**config.mk**
```make
export PLATFORM = sky130hd
export DESIGN_NAME = bytea_text_decoder
export DESIGN_NICKNAME = d
export VERILOG_FILES = /design/src/hw/rtl/bytd_pkg.sv /design/src/hw/rtl/bytea_text_decoder.sv
export SDC_FILE = /design/constraint.sdc
export NUM_CORES = 1
export LEC_CHECK = 0
export BUFFER_PORTS_ARGS = -buffer_cell sky130_fd_sc_hd__buf_2
export CAP_MARGIN = 40
export CORE_AREA = 2 2 80 139
export DETAILED_ROUTE_END_ITERATION = 10
export DIE_AREA = 0 0 82 141
export GPL_ROUTABILITY_DRIVEN = 0
export GPL_TIMING_DRIVEN = 0
export HOLD_SLACK_MARGIN = 0.06
export PLACE_DENSITY = 0.59
export SYNTH_ARGS = -nofsm -noshare
export SYNTH_HDL_FRONTEND = slang
export SYNTH_SLANG_ARGS = --single-unit
```
**constraint.sdc**
```tcl
create_clock -name clk -period 7.02 [get_ports clk]
set_input_delay 0.702 -clock clk [delete_from_list [all_inputs] [get_ports clk]]
set_output_delay 0.702 -clock clk [all_outputs]
set_load 0.01 [all_outputs]
```
**src/hw/rtl/bytd_pkg.sv**
```systemverilog
// Package: transaction types, character constants and decoder codes for the bytea text decoder.
package bytd_pkg;

	// Input transaction: one character of the encoded string
	typedef struct packed {
		logic [7:0] in_byte;
		logic       last;
	} bytd_in_t;

	// Output transaction: one decoded byte or the end item of a string
	typedef struct packed {
		logic [7:0] out_byte;
		logic       is_end;
		logic       error;
	} bytd_out_t;

	// Characters that steer the decode
	localparam logic [7:0] CHAR_BSL = 8'h5C;   // backslash
	localparam logic [7:0] CHAR_X   = 8'h78;   // 'x'
	localparam logic [7:0] CHAR_0   = 8'h30;
	localparam logic [7:0] CHAR_3   = 8'h33;
	localparam logic [7:0] CHAR_7   = 8'h37;
	localparam logic [7:0] CHAR_9   = 8'h39;
	localparam logic [7:0] CHAR_LA  = 8'h61;   // 'a'
	localparam logic [7:0] CHAR_LF  = 8'h66;   // 'f'
	localparam logic [7:0] CHAR_UA  = 8'h41;   // 'A'
	localparam logic [7:0] CHAR_UF  = 8'h46;   // 'F'
	localparam logic [7:0] HEX_ALPHA_BASE = 8'd10;

	// Decode mode codes
	localparam logic [1:0] MODE_FIRST = 2'd0;  // awaiting first character
	localparam logic [1:0] MODE_BSL   = 2'd1;  // first character was a backslash
	localparam logic [1:0] MODE_HEX   = 2'd2;
	localparam logic [1:0] MODE_ESC   = 2'd3;

	// Escape phase codes
	localparam logic [1:0] PH_IDLE   = 2'd0;   // no escape open
	localparam logic [1:0] PH_AFTER  = 2'd1;   // just after a backslash
	localparam logic [1:0] PH_SECOND = 2'd2;   // second character of an octal run
	localparam logic [1:0] PH_THIRD  = 2'd3;   // third character of an octal run

	// Output queue geometry
	localparam int FIFO_DEPTH = 4;
	localparam int PTR_W      = 2;
	localparam int CNT_W      = 3;

endpackage

```
**src/hw/rtl/bytea_text_decoder.sv**
```systemverilog
// Top level: streaming decoder from hex or escape text format to raw bytes.
//
//  channel | dir | handshake             | payload
//  char    | in  | char_valid/char_stall | char_data (bytd_in_t: in_byte, last)
//  byte    | out | byte_valid/byte_stall | byte_data (bytd_out_t: out_byte, is_end, error)
//
// One character is taken per cycle while the input does not stall, into an input register,
// and decoded from there straight into a four-entry output queue; a character yields at
// most two results (a byte and the end item), so the input stalls only when the queue
// has fewer than two free entries.
// Reset clears the decode state, the input register valid flag and the queue pointers and count.
// A stall on the output side holds the head result and backs up into the input.
module bytea_text_decoder
	import bytd_pkg::*;
(
	input  logic      clk,
	input  logic      arst_n,
	input  logic      char_valid,
	output logic      char_stall,
	input  bytd_in_t  char_data,
	output logic      byte_valid,
	input  logic      byte_stall,
	output bytd_out_t byte_data
);

	// Input register
	logic       valid_s1;
	bytd_in_t   data_s1;
	logic       adv;

	// Decode state
	logic [1:0] mode_q, mode_n;
	logic       pend_q, pend_n;
	logic [3:0] nval_q, nval_n;
	logic [1:0] phase_q, phase_n;
	logic       open_q, open_n;
	logic [7:0] acc_q, acc_n;
	logic       err_q, err_n;

	// Decode results
	logic       have_byte;
	logic [7:0] emit_val;
	logic       run_esc;
	logic [1:0] esc_phase;
	logic [4:0] hex_d;

	// Output queue
	bytd_out_t        fifo_q [FIFO_DEPTH];
	logic [PTR_W-1:0] wr_ptr_q, rd_ptr_q;
	logic [CNT_W-1:0] count_q;
	logic [1:0]       push_cnt;
	logic             pop;
	bytd_out_t        ent0, ent1;

	// Hex digit value with a valid flag on top
	function automatic logic [4:0] hex_digit(input logic [7:0] c);
		logic [7:0] v;
		v = 8'd0;
		if (c >= CHAR_0 && c <= CHAR_9) begin
			v = c - CHAR_0;
			return {1'b1, v[3:0]};
		end else if (c >= CHAR_LA && c <= CHAR_LF) begin
			v = c - CHAR_LA + HEX_ALPHA_BASE;
			return {1'b1, v[3:0]};
		end else if (c >= CHAR_UA && c <= CHAR_UF) begin
			v = c - CHAR_UA + HEX_ALPHA_BASE;
			return {1'b1, v[3:0]};
		end
		return 5'd0;
	endfunction

	// Advance the input register when the queue can absorb two results
	assign adv        = valid_s1 && (count_q <= CNT_W'(FIFO_DEPTH - 2));
	assign char_stall = valid_s1 && !adv;

	always_ff @(posedge clk or negedge arst_n) begin
		if (!arst_n) begin
			valid_s1 <= 1'b0;
		end else if (!char_stall) begin
			valid_s1 <= char_valid;
		end
	end

	always_ff @(posedge clk) begin
		if (char_valid && !char_stall) begin
			data_s1 <= char_data;
		end
	end

	// Decode one character against the current state
	assign hex_d = hex_digit(data_s1.in_byte);

	always_comb begin
		mode_n    = mode_q;
		pend_n    = pend_q;
		nval_n    = nval_q;
		phase_n   = phase_q;
		open_n    = open_q;
		acc_n     = acc_q;
		err_n     = err_q;
		have_byte = 1'b0;
		emit_val  = '0;
		run_esc   = 1'b0;
		esc_phase = phase_q;
		if (!err_q) begin
			unique case (mode_q)
				MODE_FIRST: begin
					if (data_s1.in_byte == CHAR_BSL) begin
						mode_n = MODE_BSL;
						if (data_s1.last) err_n = 1'b1;
					end else begin
						mode_n    = MODE_ESC;
						have_byte = 1'b1;
						emit_val  = data_s1.in_byte;
					end
				end
				MODE_BSL: begin
					if (data_s1.in_byte == CHAR_X) begin
						mode_n = MODE_HEX;
					end else begin
						mode_n    = MODE_ESC;
						run_esc   = 1'b1;
						esc_phase = PH_AFTER;
					end
				end
				MODE_HEX: begin
					if (!hex_d[4]) begin
						err_n = 1'b1;
					end else if (!pend_q) begin
						nval_n = hex_d[3:0];
						pend_n = 1'b1;
						if (data_s1.last) begin
							have_byte = 1'b1;
							emit_val  = {4'd0, hex_d[3:0]};
						end
					end else begin
						have_byte = 1'b1;
						emit_val  = {nval_q, hex_d[3:0]};
						pend_n    = 1'b0;
					end
				end
				MODE_ESC: begin
					run_esc = 1'b1;
				end
			endcase

			// Escape format step
			if (run_esc) begin
				unique case (esc_phase)
					PH_IDLE: begin
						if (data_s1.in_byte == CHAR_BSL) begin
							phase_n = PH_AFTER;
							if (data_s1.last) err_n = 1'b1;
						end else begin
							have_byte = 1'b1;
							emit_val  = data_s1.in_byte;
						end
					end
					PH_AFTER: begin
						if (data_s1.in_byte >= CHAR_0 && data_s1.in_byte <= CHAR_3) begin
							acc_n   = data_s1.in_byte - CHAR_0;
							open_n  = 1'b1;
							phase_n = PH_SECOND;
							if (data_s1.last) begin
								have_byte = 1'b1;
								emit_val  = acc_n;
							end
						end else if (data_s1.in_byte == CHAR_BSL) begin
							have_byte = 1'b1;
							emit_val  = CHAR_BSL;
							phase_n   = PH_IDLE;
						end else begin
							err_n = 1'b1;
						end
					end
					PH_SECOND, PH_THIRD: begin
						// Take an octal digit, or close the run on anything else
						if (open_q && data_s1.in_byte >= CHAR_0
							&& data_s1.in_byte <= CHAR_7) begin
							acc_n = {acc_q[4:0], data_s1.in_byte[2:0]};
						end else begin
							open_n = 1'b0;
						end
						if (esc_phase == PH_SECOND) begin
							phase_n = PH_THIRD;
							if (data_s1.last) begin
								have_byte = 1'b1;
								emit_val  = acc_n;
							end
						end else begin
							have_byte = 1'b1;
							emit_val  = acc_n;
							phase_n   = PH_IDLE;
							open_n    = 1'b0;
						end
					end
				endcase
			end
		end
	end

	// Update decode state; the final character returns it to reset values
	always_ff @(posedge clk or negedge arst_n) begin
		if (!arst_n) begin
			mode_q  <= MODE_FIRST;
			pend_q  <= 1'b0;
			nval_q  <= 4'd0;
			phase_q <= PH_IDLE;
			open_q  <= 1'b0;
			acc_q   <= 8'd0;
			err_q   <= 1'b0;
		end else if (adv) begin
			if (data_s1.last) begin
				mode_q  <= MODE_FIRST;
				pend_q  <= 1'b0;
				nval_q  <= 4'd0;
				phase_q <= PH_IDLE;
				open_q  <= 1'b0;
				acc_q   <= 8'd0;
				err_q   <= 1'b0;
			end else begin
				mode_q  <= mode_n;
				pend_q  <= pend_n;
				nval_q  <= nval_n;
				phase_q <= phase_n;
				open_q  <= open_n;
				acc_q   <= acc_n;
				err_q   <= err_n;
			end
		end
	end

	// Build up to two results: decoded byte first, then the end item
	always_comb begin
		bytd_out_t byte_ent;
		bytd_out_t end_ent;
		byte_ent = '{out_byte: emit_val, is_end: 1'b0, error: 1'b0};
		end_ent  = '{out_byte: 8'd0, is_end: 1'b1, error: err_n};
		ent0     = byte_ent;
		ent1     = end_ent;
		push_cnt = 2'd0;
		if (adv) begin
			priority if (have_byte && !err_n) begin
				push_cnt = data_s1.last ? 2'd2 : 2'd1;
			end else if (data_s1.last) begin
				ent0     = end_ent;
				push_cnt = 2'd1;
			end
		end
	end

	// Output queue
	assign pop        = byte_valid && !byte_stall;
	assign byte_valid = (count_q != '0);
	assign byte_data  = fifo_q[rd_ptr_q];

	always_ff @(posedge clk) begin
		if (push_cnt != 2'd0) fifo_q[wr_ptr_q] <= ent0;
		if (push_cnt == 2'd2) fifo_q[wr_ptr_q + PTR_W'(1)] <= ent1;
	end

	always_ff @(posedge clk or negedge arst_n) begin
		if (!arst_n) begin
			wr_ptr_q <= '0;
			rd_ptr_q <= '0;
			count_q  <= '0;
		end else begin
			wr_ptr_q <= wr_ptr_q + PTR_W'(push_cnt);
			if (pop) rd_ptr_q <= rd_ptr_q + PTR_W'(1);
			count_q <= count_q + CNT_W'(push_cnt) - CNT_W'(pop);
		end
	end

	// Queue never overfills
	a_fifo_bound: assert property (@(posedge clk) disable iff (!arst_n)
		count_q <= CNT_W'(FIFO_DEPTH))
		else $error("output queue overflow");

	// Input stalls only behind a held character
	a_stall_cause: assert property (@(posedge clk) disable iff (!arst_n)
		char_stall |-> valid_s1)
		else $error("input stalled with empty input register");

	// The final character leaves the decoder ready for a new string
	a_end_clears: assert property (@(posedge clk) disable iff (!arst_n)
		(adv && data_s1.last) |=> (mode_q == MODE_FIRST && !err_q && !pend_q))
		else $error("decode state not cleared after end of string");

	// An error never stands while awaiting the first character
	a_err_mode: assert property (@(posedge clk) disable iff (!arst_n)
		err_q |-> (mode_q != MODE_FIRST))
		else $error("error flag set at start of string");

	// A finishing character pushes its end item
	a_end_push: assert property (@(posedge clk) disable iff (!arst_n)
		(adv && data_s1.last) |-> (push_cnt != 2'd0))
		else $error("end item not queued");

endmodule
```
* Yosys cells after proc, flatten, opt, wreduce, memory -nomap -nowiden
Memories as Yosys holds them, arrays and structs flattened.
Index checks and enable logic that the tools add are counted.
** Cells by class
- $add $sub $neg :: 10
- $lt $le $gt $ge :: 9
- Eq/ne operators :: 15
- Muxes and demuxes :: 98
- Reductions and logical operators :: 31
** Operators with widths (count)
- 2-to-1 mux 8 bit :: 16
- 2-to-1 mux 1 bit :: 42
- 2-to-1 mux 2 bit :: 16
- one-hot mux 8 bit (2 select lines) :: 2
- 2-to-1 mux 10 bit :: 3
- less-or-equal comparator 8 x 6 -> 1 bit (second input constant) :: 3
- 2-to-1 mux 4 bit :: 6
- one-hot mux 8 bit (3 select lines) :: 1
- 2-to-1 mux 5 bit :: 4
- equality test 8 x 7 -> 1 bit (second input constant) :: 2
- greater-or-equal comparator 8 x 7 -> 1 bit (second input constant) :: 2
- less-or-equal comparator 8 x 7 -> 1 bit (second input constant) :: 2
- AND reduction 5 bit :: 3
- logical AND 1 bit :: 11
- equality test 2 bit (second input constant) :: 5
- one-hot mux 1 bit (2 select lines) :: 5
- nonzero test 3 bit :: 3
- adder 4 bit (second input constant) :: 2
- greater-or-equal comparator 8 x 6 -> 1 bit (second input constant) :: 1
- inequality test 4 bit (second input constant) :: 2
- nonzero test 2 bit :: 4
- subtractor 4 x 1 -> 4 bit (second input constant) :: 2
- subtractor 8 x 6 -> 8 bit (second input constant) :: 1
- inequality test 3 bit (second input constant) :: 2
- other kinds (16) :: 23
** Storage, ports and cells
- Bits in registers :: 36
- RAM bits :: 40
- Bits of input ports :: 13
- Output and inout bits :: 12
- Logic and storage cells :: 177
- Memories :: 1
** Memory list
- fifo_q :: depth 4, width 10, read ports 1, clocked after Yosys merged registers in 0, wr ports 2, RTL line bytea_text_decoder.sv:48 : bytd_out_t fifo_q [FIFO_DEPTH];

* Depth between registers and ports, before layout
Gate-level depths: netlist (run 1).
- Depth after elaboration :: 20
- Depth in mapped cells :: 18
- Mapped depth without buffers :: 16

* Worst setup path before layout (run 1)
No wires, ideal clock.
- Path type :: flip-flop to flip-flop
- Start :: reg data_s1[1] in the netlist's numbering
- End :: reg count_q[2]
- Library setup time :: 0.123 ns
- Arrival :: 3.863 ns
- Required time :: 6.897 ns
- Slack :: 3.035 ns
- Stages on the path, launching flop included :: 18
- Path buffers :: 1
- Period minus slack after synthesis :: 3.985 ns
- Cell sequence :: edfxtp_1 -> clkbuf_1 -> inv_1 -> ha_1 -> or4b_1 -> a311o_1 -> a22oi_1 -> nand2_1 -> o211a_1 -> o21ai_0 -> ha_1 -> nor2_1 -> inv_1 -> ha_1 -> inv_1 -> ha_1 -> fa_1 -> xnor2_1
** On the way
- Word-level cells in the longest chain between the ends :: 19
- Elaborated cells on any way between the ends :: 57
- Classes of those cells :: add/sub: 2; order compare: 7; eq/ne: 5; mux: 35; reduce/logical: 8
** RTL lines
- from (decl) :: RTL line bytea_text_decoder.sv:28 : bytd_in_t data_s1;
- from (signal assigned) :: RTL line bytea_text_decoder.sv:86 : data_s1 <= char_data;
- greater-or-equal comparator 8 x 7 -> 1 bit or less-or-equal comparator 8 x 7 -> 1 bit (tied branches) :: RTL line bytea_text_decoder.sv:65 : end else if (c >= CHAR_UA && c <= CHAR_UF) begin
- logical AND 1 bit :: RTL line bytea_text_decoder.sv:65
- 2-to-1 mux 1 bit :: RTL line bytea_text_decoder.sv:65
- 2-to-1 mux 1 bit :: RTL line bytea_text_decoder.sv:62 : end else if (c >= CHAR_LA && c <= CHAR_LF) begin
- 2-to-1 mux 1 bit :: RTL line bytea_text_decoder.sv:59 : if (c >= CHAR_0 && c <= CHAR_9) begin
- 2-to-1 mux 5 bit :: RTL line bytea_text_decoder.sv:69 : return 5'd0;
- 2-to-1 mux 1 bit :: RTL line bytea_text_decoder.sv:127 : if (!hex_d[4]) begin
- one-hot mux 1 bit (2 select lines) :: RTL line bytea_text_decoder.sv:106 : unique case (mode_q)
- [... 3 more ...]
- 2-to-1 mux 1 bit :: RTL line bytea_text_decoder.sv:148 : if (run_esc) begin
- 2-to-1 mux 1 bit :: RTL line bytea_text_decoder.sv:105 : if (!err_q) begin
- logical NOT 1 bit :: RTL line bytea_text_decoder.sv:243 : priority if (have_byte && !err_n) begin
- logical AND 1 bit (*) :: RTL line bytea_text_decoder.sv:243
- 2-to-1 mux 2 bit (*) :: RTL line bytea_text_decoder.sv:243
- 2-to-1 mux 2 bit (*) :: RTL line bytea_text_decoder.sv:242 : if (adv) begin
- adder 3 x 2 -> 3 bit (*) :: RTL line bytea_text_decoder.sv:270 : count_q <= count_q + CNT_W'(push_cnt) - CNT_W'(pop);
- subtractor 3 x 1 -> 3 bit (*) :: RTL line bytea_text_decoder.sv:270
- to (signal assigned) :: RTL line bytea_text_decoder.sv:270
- to (decl) :: RTL line bytea_text_decoder.sv:50 : logic [CNT_W-1:0] count_q;
Every way passes the cells marked *; elsewhere a longest branch is shown, timed or not. The select of a mux whose other input is x is not followed.
A chain may end at the register's enable or synchronous reset.

==> out/summary.md, run 1 <==
For the worst-skew pair, the clock arrives at the later sink with an insertion delay of 0.34 ns. After synthesis the cells add up to 4590 µm². The total of max-cap violations was 0; the final critical path time including I/O delays and setup was 5.02 ns. In this run the number of H-tree levels came out at 3. After synthesis, the cell types taking the most area are sky130_fd_sc_hd__dfxtp_1, sky130_fd_sc_hd__dfrtp_1, sky130_fd_sc_hd__edfxtp_1.

The count of placed standard cells in the final layout, fillers left out was 669; the final cell utilization of the core was 0.495. After clock tree synthesis, the clock-pin slew on the worst setup and hold paths is 0.06 ns. The count of cells resized by post-cts repair came out at 0. The final cycle utilization of the critical path came out at 0.715. For the final database, setup skew stands at 0.0104 ns.

The tools report the final worst setup slack as 2.00 ns. The number of nets handed over by synthesis was 526. Entering global routing, the biggest net connects 28 pins. The worst-case IR drop observed on VDD is 0.000215 V. For the total global routing overflow, the log shows 0. Counting cells, the worst reg-to-reg path comes to 18. The first global-routing pass estimated 22,000 µm of wire. The routed wire length was 13,900 µm; the number of input and output port buffers inserted was 24. The number of clock buffers added by TritonCTS is 9. Most common flop cell mapped by yosys: sky130_fd_sc_hd__dfxtp_1. Once detail routing completed, the nets flagged for antenna violations numbered 0.

For the final hold slack, the log shows 0.384 ns. Setup repair after global routing left no endpoint under its margin. The die covers 11,600 µm². From bottom edge to top edge, the die measures 141 µm. The count of endpoints failing hold in the final timing report is 0.

The fraction of layout instances using a drive strength above 1 came out at 0.121. After synthesis the netlist holds a flip-flop and latch count of 76. Summed over all nets, the half-perimeter wirelength after detailed placement is 10,600 µm. The worst setup path is launched from a flip-flop. In this run, synthesis inferred 13 flip-flops with an integrated enable. For the pin with the worst max-slew slack, the measured transition is 0.855 ns.

The synthesized netlist contains 71 unique library cells. Cell accounting for the most synthesized area: sky130_fd_sc_hd__dfxtp_1. Initial cell density of the core: 0.436. Counting along the longest clock path gives a buffer depth of 2. The path type of the worst min-delay path was input pin to asynchronous set/reset pin. 25 I/O pins were placed. The tools report the via count of the first global-routing pass as 4,158. Setup total negative slack on the finished layout was measured at 0 ns.

The setup-violating endpoint count in the final report came out at 0. Capture instance of the worst register-to-register path: fifo_q[2][1]$_SDFFE_PP1P_. The commonest cells after synthesis are sky130_fd_sc_hd__nand2_1, sky130_fd_sc_hd__dfxtp_1, sky130_fd_sc_hd__o21ai_0.

Derived from the worst setup path, the maximum achievable clock frequency is 199 MHz. The number of cells produced by synthesis was 497; the total number of vias was 4,200. Data on the critical path is required at its endpoint by 7.26 ns. The power density over cell area is 473 nW/µm², and the DRC violations left is 0. The tree built by TritonCTS fans out to 76 sinks.

The average via count per standard cell is 6.28, and the largest fanout on the critical path is 10. The width of the die was 82 µm; the post-placement cell count was 652. In the final routed layout, each cell accounts on average for 20.8 µm.

The top-area cell type share of the netlist area is 0.157, and the max-slew violation total from the final report is 0. The flow ran to the end, and the final reports show no timing, DRC or antenna violations. The repair_antennas step left the layout with diodes totalling 0. For this block, the initial DRC count from the detailed router was 345. TritonCTS built the clock tree. Data on the critical path arrives at its endpoint at 5.25 ns. The pre-antenna-repair detailed-routing pass consisted of 5 iterations.

OpenSTA, run right after detailed placement, puts the worst setup slack at 2.14 ns. Combined global-route utilization of all metal layers: 0.254. The worst register-to-register path begins at data_s1[1]$_DFFE_PP_. The sequential cell area fraction in the yosys report is 0.390. The Yosys step of the flow raised 0 warnings. In this run, post-CTS hold repair placed 0 buffers. The critical path is of the flip-flop to flip-flop type. In this run the standard cell core region covers 10,500 µm². The most frequent cell after synthesis is sky130_fd_sc_hd__nand2_1. Buffers added to address setup during post-CTS repair amount to 0. The proportion of register bits with asynchronous set or reset after synthesis was 0.355. The tools report the initial antenna violation count as 0.

The average instance in the mapped netlist occupies 9.23 µm². For the worst setup slack for register-to-register paths, the log shows 2.00 ns. The run gives 0.430 as the worst slew slack as a fraction of its limit. Count of standard-cell rows: 50.

In this run the clock root is driven by a sky130_fd_sc_hd__clkbuf_16. The worst setup path is captured at a flip-flop. From synthesis to final layout, the design area changed by 13.4%. Static leakage: 0.00206 µW. After the last flow step, the layout net total stands at 563.
[sequential cells by signal, summed over array words and instances (netlist names)]
register / flops
pend_q: 1
phase_q: 2
acc_q: 8
err_q: 1
fifo_q: 40
valid_s1: 1
open_q: 1
wr_ptr_q: 2
count_q: 3
rd_ptr_q: 2
mode_q: 2
data_s1: 9
nval_q: 4
[layout by cell type, fill, tap and decap left out, types with 5 or more instances in the layout]
master                       n
sky130_fd_sc_hd__nand2_1    55
sky130_fd_sc_hd__dfxtp_1    36
sky130_fd_sc_hd__o21ai_0    30
sky130_fd_sc_hd__clkbuf_1   29
sky130_fd_sc_hd__a21oi_1    27
sky130_fd_sc_hd__dfrtp_1    27
sky130_fd_sc_hd__buf_2      26
sky130_fd_sc_hd__a22o_1     22
sky130_fd_sc_hd__nor2_1     20
sky130_fd_sc_hd__inv_1      18
sky130_fd_sc_hd__nand3_1    17
sky130_fd_sc_hd__nor3_1     16
sky130_fd_sc_hd__ha_1       15
sky130_fd_sc_hd__edfxtp_1   13
sky130_fd_sc_hd__clkbuf_16  11
sky130_fd_sc_hd__mux4_2     10
sky130_fd_sc_hd__nand2b_1    9
sky130_fd_sc_hd__a21o_1      9
sky130_fd_sc_hd__a31oi_1     9
sky130_fd_sc_hd__and2_1      8
sky130_fd_sc_hd__o21a_1      7
sky130_fd_sc_hd__mux2i_1     7
sky130_fd_sc_hd__a211oi_1    6
sky130_fd_sc_hd__nor2b_1     6
sky130_fd_sc_hd__xnor2_1     6
sky130_fd_sc_hd__o211ai_1    6
sky130_fd_sc_hd__a32oi_1     5
sky130_fd_sc_hd__o21ai_1     5
[cell type report]
cell class | count | area (µm²)
fill | 998 | 5310
multi-input combinational | 371 | 2610
buffer | 31 | 118
inverter | 19 | 71.3
tap | 130 | 163
clock inverter | 4 | 27.5
clock buffer | 12 | 289
sequential | 76 | 1790
timing repair buffer | 26 | 136
[power by group]
| group | switching, µW | leakage, µW | internal (µW) |
|---|---|---|---|
| Clock | 190 | 0.000159 | 292 |
| Sequential | 118 | 0.000750 | 624 |
| Combinational | 752 | 0.00115 | 484 |
[critical path: stages (launching register included)]
cell and delay [ns]:
sky130_fd_sc_hd__edfxtp_1 0.38, sky130_fd_sc_hd__clkbuf_1 0.41, sky130_fd_sc_hd__inv_1 0.20, sky130_fd_sc_hd__ha_1 0.31, sky130_fd_sc_hd__and3b_1 0.20, sky130_fd_sc_hd__clkbuf_1 0.16
sky130_fd_sc_hd__a22oi_1 0.69, sky130_fd_sc_hd__nor2_1 0.12, sky130_fd_sc_hd__a21oi_1 0.26, sky130_fd_sc_hd__o2111a_1 0.25, sky130_fd_sc_hd__o21ai_0 0.10, sky130_fd_sc_hd__ha_1 0.43
sky130_fd_sc_hd__nand2b_1 0.18, sky130_fd_sc_hd__nor2b_1 0.19, sky130_fd_sc_hd__a21oi_1 0.14, sky130_fd_sc_hd__nand2b_1 0.12, sky130_fd_sc_hd__clkbuf_1 0.41, sky130_fd_sc_hd__inv_1 0.13
sky130_fd_sc_hd__o21a_1 0.20
[layer usage]
metal | global-route usage | wire, µm | vias to the layer above
met5 | 0 | 0 | -
met2 | 0.439 | 7340 | 179
met4 | 0.184 | 1040 | 0
met1 | 0.262 | 4900 | 2003
li1 | - | - | 1958
met3 | 0.0512 | 659 | 60
[metrics by stage]
stage                     power [µW]  instance area (µm²)
after floorplan                 1600                 4590
after global placement          1920                 4870
after detailed placement        1970                 4880
after CTS                       2460                 5200
after global routing            2630                 5200
final                           2460                 5200
[cells by family after synthesis]
logic type                 synth area share
DFF                                   0.390
adders and majority gates            0.0453
AOI/OAI and AO/OA                     0.254
xor gates and xnor gates             0.0153
and+or+nand+nor                       0.182
buffers and inverters                0.0412
muxes                                0.0717
[how the worst max path moves through the flow]
stage	slack, ns	endpoint	startpoint	cells past startpoint
CTS	2.07	fifo_q[2][1]$_SDFFE_PP1P_	data_s1[1]$_DFFE_PP_	18
global route	1.66	fifo_q[2][1]$_SDFFE_PP1P_	data_s1[1]$_DFFE_PP_	18
finish	2.00	fifo_q[2][1]$_SDFFE_PP1P_	data_s1[1]$_DFFE_PP_	18
detailed placement	2.14	fifo_q[2][1]$_SDFFE_PP1P_	data_s1[1]$_DFFE_PP_	18
global placement	2.15	fifo_q[2][1]$_SDFFE_PP1P_	data_s1[1]$_DFFE_PP_	18
floorplan	3.03	count_q[2]$_DFF_PN0_	data_s1[1]$_DFFE_PP_	17
No activity file was read; power rests on OpenSTA's default activity.
==> run 2: changes to the inputs <==
ABC_AREA = 1   (was default)
CORE_AREA = 2 2 81 141   (was 2 2 80 139)
DIE_AREA = 0 0 83 143   (was 0 0 82 141)
PLACE_DENSITY = 0.58   (was 0.59)
clock period = 5.25 ns   (was 7.02 ns; I/O delays follow)
==> run 2 against run 1 <==
First-iteration DRC count shrank 30%. Synthesized cell count grew 27%. Utilization grew 0.091 points. Via count grew 2.4%. Sequential cell count is the same. Clock power grew 35%. Setup slack lost 0.69 ns. Sequential power grew 42%. Area after synthesis grew 2.6%. Critical path depth grew 1. Register-to-register slack lost 0.69 ns. Final cell count grew 20%.
==> out/summary.md, run 2 <==
The count of cells resized by post-cts repair is 0. During placement, the flow inserted port buffers numbering 24. The fraction of layout instances using a drive strength above 1 was 0.154; the total global routing overflow was 0. For the number of nets in the layout, the log shows 698. The largest registers in the layout are fifo_q: 40 flops, data_s1: 9 flops, acc_q: 8 flops.

The power density over cell area is 682 nW/µm², and the detail-routed net length per standard cell is 15.6 µm. The cell with the largest stage delay on the worst path was sky130_fd_sc_hd__edfxtp_1. In this run, post-CTS hold repair placed 0 buffers. The combined global-route utilization of all metal layers was 0.223; the final critical path time including I/O delays and setup was 3.94 ns. At the worst endpoint, the arrival time is 4.16 ns. The final cycle utilization of the critical path works out to 0.750. Measured along the y axis, the die boundary spans 143 µm.

Setup repair after global routing left no endpoint under its margin. From synthesis to final layout, the design area changed by 12.8%. The largest single stage delay on the critical path is 0.59 ns. By area the synthesized netlist is led by sky130_fd_sc_hd__dfxtp_1, sky130_fd_sc_hd__dfrtp_1, sky130_fd_sc_hd__nand2_1.

The most common flop cell mapped by yosys was sky130_fd_sc_hd__dfxtp_1. Entering global routing, the biggest net connects 28 pins. The floorplan has 50 rows. The run gives 0.35 ns as the clock insertion delay at the later pin of the skew report. The number of cells produced by synthesis is 633, and the iteration count of the initial detailed-routing pass is 6.

The die covers 11,900 µm². Average cell area after synthesis: 7.43 µm². The met2 layer usage reported by global route is 0.418, and the total area of sequential cells is 1790 µm². Setup violations remaining at the end of the flow were counted as 0. After filler insertion, the fill cell instance count of the layout stands at 1,082. The total of max-cap violations is 0, and the clock transition at the register clock pins on the worst setup and hold paths after CTS is 0.06 ns. The run gives 12,600 µm as the routed wire length. The tools report the total number of vias as 4,299.

The top-area cell type share of the netlist area was 0.153. Summed over all instances, the cell type with the most area after synthesis is sky130_fd_sc_hd__dfxtp_1. The tools report the root buffer selected by CTS as sky130_fd_sc_hd__clkbuf_16. The number of setup buffers added after CTS is 0. The path type of the worst min-delay path was input pin to asynchronous set/reset pin. Walking the worst path, the cells encountered are inv_1 -> ha_1 -> nand3_4 -> nand2_4 -> nand2_4 -> clkinv_4 -> nand3_1 -> a21boi_0 -> nand4_1 -> nand2_1 -> nand2_1 -> ha_1 -> nor2_4 -> inv_1 -> ha_1 -> inv_1 -> ha_1 -> fa_1 -> xnor2_1. For the number of primary I/O pins, the log shows 25. The worst setup path is launched from a flip-flop. After detailed placement, the design holds a cell count of 788.

The logs give 0.380 for the sequential cell area fraction in the yosys report and 9 for the number of CTS-inserted buffers. The cell occurring most often along the worst timing path was sky130_fd_sc_hd__ha_1. By count the netlist is led by sky130_fd_sc_hd__nand2_1, sky130_fd_sc_hd__nand3_1, sky130_fd_sc_hd__nor2_1. In this run, the number of DRC markers left after iteration 0 of detailed routing was 241. The count of placed standard cells in the final layout, fillers left out is 804. The register bit count reported by yosys is 76, and the number of flip-flops under the largest register name is 40.

For the final routed database, the setup TNS stands at 0 ns. The slew of the pin with the lowest slew margin was 0.681 ns. Most crowded layer after global routing: met2.

The logs give 0 for the initial antenna violation count and 0.0329 for the met3 usage in global routing. Of all nets on the critical path, the largest fanout is 9. The tools report the global-route track usage on met1 as 0.226. Between clock sinks in the finished design, the worst skew comes to 0.0101 ns.

The average via count per standard cell was 5.35. VDD sags by at most 0.000277 V. The width of the die came out at 83 µm. The count of endpoints failing hold in the final timing report was 0; the number of distinct library cell variants in the gate-level netlist after synthesis was 45. The worst setup path is captured at a flip-flop. The tree built by TritonCTS fans out to 76 sinks. Summing all multi-input logic gate instances after layout gives 2550 µm². More flip-flops sit in one register than any other, and that register is fifo_q. The final hold slack is 0.220 ns, and the DRC violations left is 0.

Proportion of register bits with asynchronous set or reset after synthesis: 0.355. Leaving out fill and tap cells, the most frequent cells in the layout are sky130_fd_sc_hd__nand2_1, sky130_fd_sc_hd__nand3_1, sky130_fd_sc_hd__nor2_1. Most common cell after layout, fill and taps aside: sky130_fd_sc_hd__nand2_1. TritonCTS built the clock tree. The logs give 662 for the number of nets produced by synthesis and 0 for the Yosys warning count. The tools report the overall power of the completed layout as 3620 µW. For the post-synthesis instance area, the log shows 4700 µm². The combined buffer and inverter count along the critical path came out at 4. The critical path is of the flip-flop to flip-flop type. Max-slew violation total from the final report: 0.

Among cell families on the critical path, the largest total delay comes from adder cells. The first global-routing pass estimated 20,800 µm of wire. The most frequent cell after synthesis was sky130_fd_sc_hd__nand2_1. The tools report the maximum frequency from static timing analysis as 254 MHz. The detail route stage leaves a number of antenna-violating nets equal to 0.

The number of buffers on the longest clock path is 2. The tools report the static leakage as 0.00249 µW. The initial cell density of the core is 0.440.

The flow ran to the end, and the final reports show no timing, DRC or antenna violations. The worst slew slack as a fraction of its limit was 0.546. Detailed placement finished with a half-perimeter wire length of 9900 µm.

At the worst endpoint, the required time is 5.48 ns. The number of antenna diodes in the final layout is 0. The deepest level of the CTS H-tree came out at 3. The via count of the first global-routing pass was 4,281; the number of flops mapped to enable cells by yosys was 13.

The core region is 10,700 µm².
-- run 2: cell count changes in the layout (fill, tap and decap cells not counted), moves of 13 or more --
cell / before / now
sky130_fd_sc_hd__a22o_1: 22 / 0
sky130_fd_sc_hd__clkbuf_1: 29 / 9
sky130_fd_sc_hd__inv_1: 18 / 59
sky130_fd_sc_hd__inv_2: 0 / 13
sky130_fd_sc_hd__nand2_1: 55 / 159
sky130_fd_sc_hd__nand3_1: 17 / 61
sky130_fd_sc_hd__nand4_1: 2 / 15
sky130_fd_sc_hd__nor2_1: 20 / 60
sky130_fd_sc_hd__nor3_1: 16 / 3
sky130_fd_sc_hd__o21ai_0: 30 / 45
sky130_fd_sc_hd__o22ai_1: 1 / 14
-- run 2: cell type report --
class	instances	share of cell area
multi-input combinational	468	0.481
sequential	76	0.337
inverter	76	0.0557
clock buffer	11	0.0479
tap	130	0.0307
timing repair buffer	25	0.0241
buffer	13	0.0130
clock inverter	5	0.0106
-- run 2: routing by layer --
| layer | wire [µm] | part of all wire |
|---|---|---|
| met1 | 4790 | 0.38 |
| met2 | 6750 | 0.54 |
| met3 | 415 | 0.033 |
| met4 | 625 | 0.050 |
| met5 | 0 | 0 |
-- run 2: worst reg2reg max path, stage by stage (launching register included) --
cell and delay [ns]:
sky130_fd_sc_hd__edfxtp_1 0.59, sky130_fd_sc_hd__inv_1 0.24, sky130_fd_sc_hd__ha_1 0.30, sky130_fd_sc_hd__nand3_4 0.15, sky130_fd_sc_hd__nand2_4 0.10, sky130_fd_sc_hd__nand2_4 0.11
sky130_fd_sc_hd__clkinv_4 0.08, sky130_fd_sc_hd__nand3_1 0.12, sky130_fd_sc_hd__a21boi_0 0.31, sky130_fd_sc_hd__nand4_1 0.13, sky130_fd_sc_hd__nand2_1 0.08, sky130_fd_sc_hd__nand2_1 0.06
sky130_fd_sc_hd__ha_1 0.31, sky130_fd_sc_hd__nor2_4 0.18, sky130_fd_sc_hd__inv_1 0.06, sky130_fd_sc_hd__ha_1 0.27, sky130_fd_sc_hd__inv_1 0.04, sky130_fd_sc_hd__ha_1 0.18
sky130_fd_sc_hd__fa_1 0.38, sky130_fd_sc_hd__xnor2_1 0.13
-- run 2: report_power, final --
part	internal, µW	switching (µW)	leakage (µW)	total, µW
sequential	857	188	0.000756	1050
clock	398	252	0.000155	650
combinational	648	1280	0.00158	1920
total	1900	1720	0.00249	3620
-- run 2: worst paths after layout --
check | from | end | slack (ns) | cells past startpoint
worst max-delay path | data_s1[2]$_DFFE_PP_ | count_q[2]$_DFF_PN0_ | 1.31 | 19
worst min-delay path | arst_n | valid_s1$_DFFE_PN0N_ | 0.22 | 1
worst max register to register | data_s1[2]$_DFFE_PP_ | count_q[2]$_DFF_PN0_ | 1.31 | 19
worst min register to register | fifo_q[2][9]$_SDFFE_PP0P_ | fifo_q[2][9]$_SDFFE_PP0P_ | 0.45 | 2
max in group asynchronous | arst_n | mode_q[1]$_DFFE_PN0P_ | 4.59 | 1
min in group clk | char_data[5] | data_s1[5]$_DFFE_PP_ | 0.36 | 1
-- run 2: kinds of logic (layout without fill, tap and decap cells) --
group                      after synthesis  in the layout  synth area share
buffers and inverters                   89            130            0.0774
DFF                                     76             76             0.380
adders and majority gates               16             16            0.0441
and+or+nand+nor                        332            332             0.336
AOI/OAI and AO/OA                      113            113             0.149
xor gates and xnor gates                 7              7            0.0130
-- run 2: through the flow --
stage               worst slack [ns]  area [µm²]  utilization
detailed placement              1.36        4990        0.467
finish                          1.31        5310        0.496
global route                    1.09        5310        0.496
floorplan                       1.91        4700            -
global placement                1.40        4990        0.466
CTS                             1.35        5310        0.496
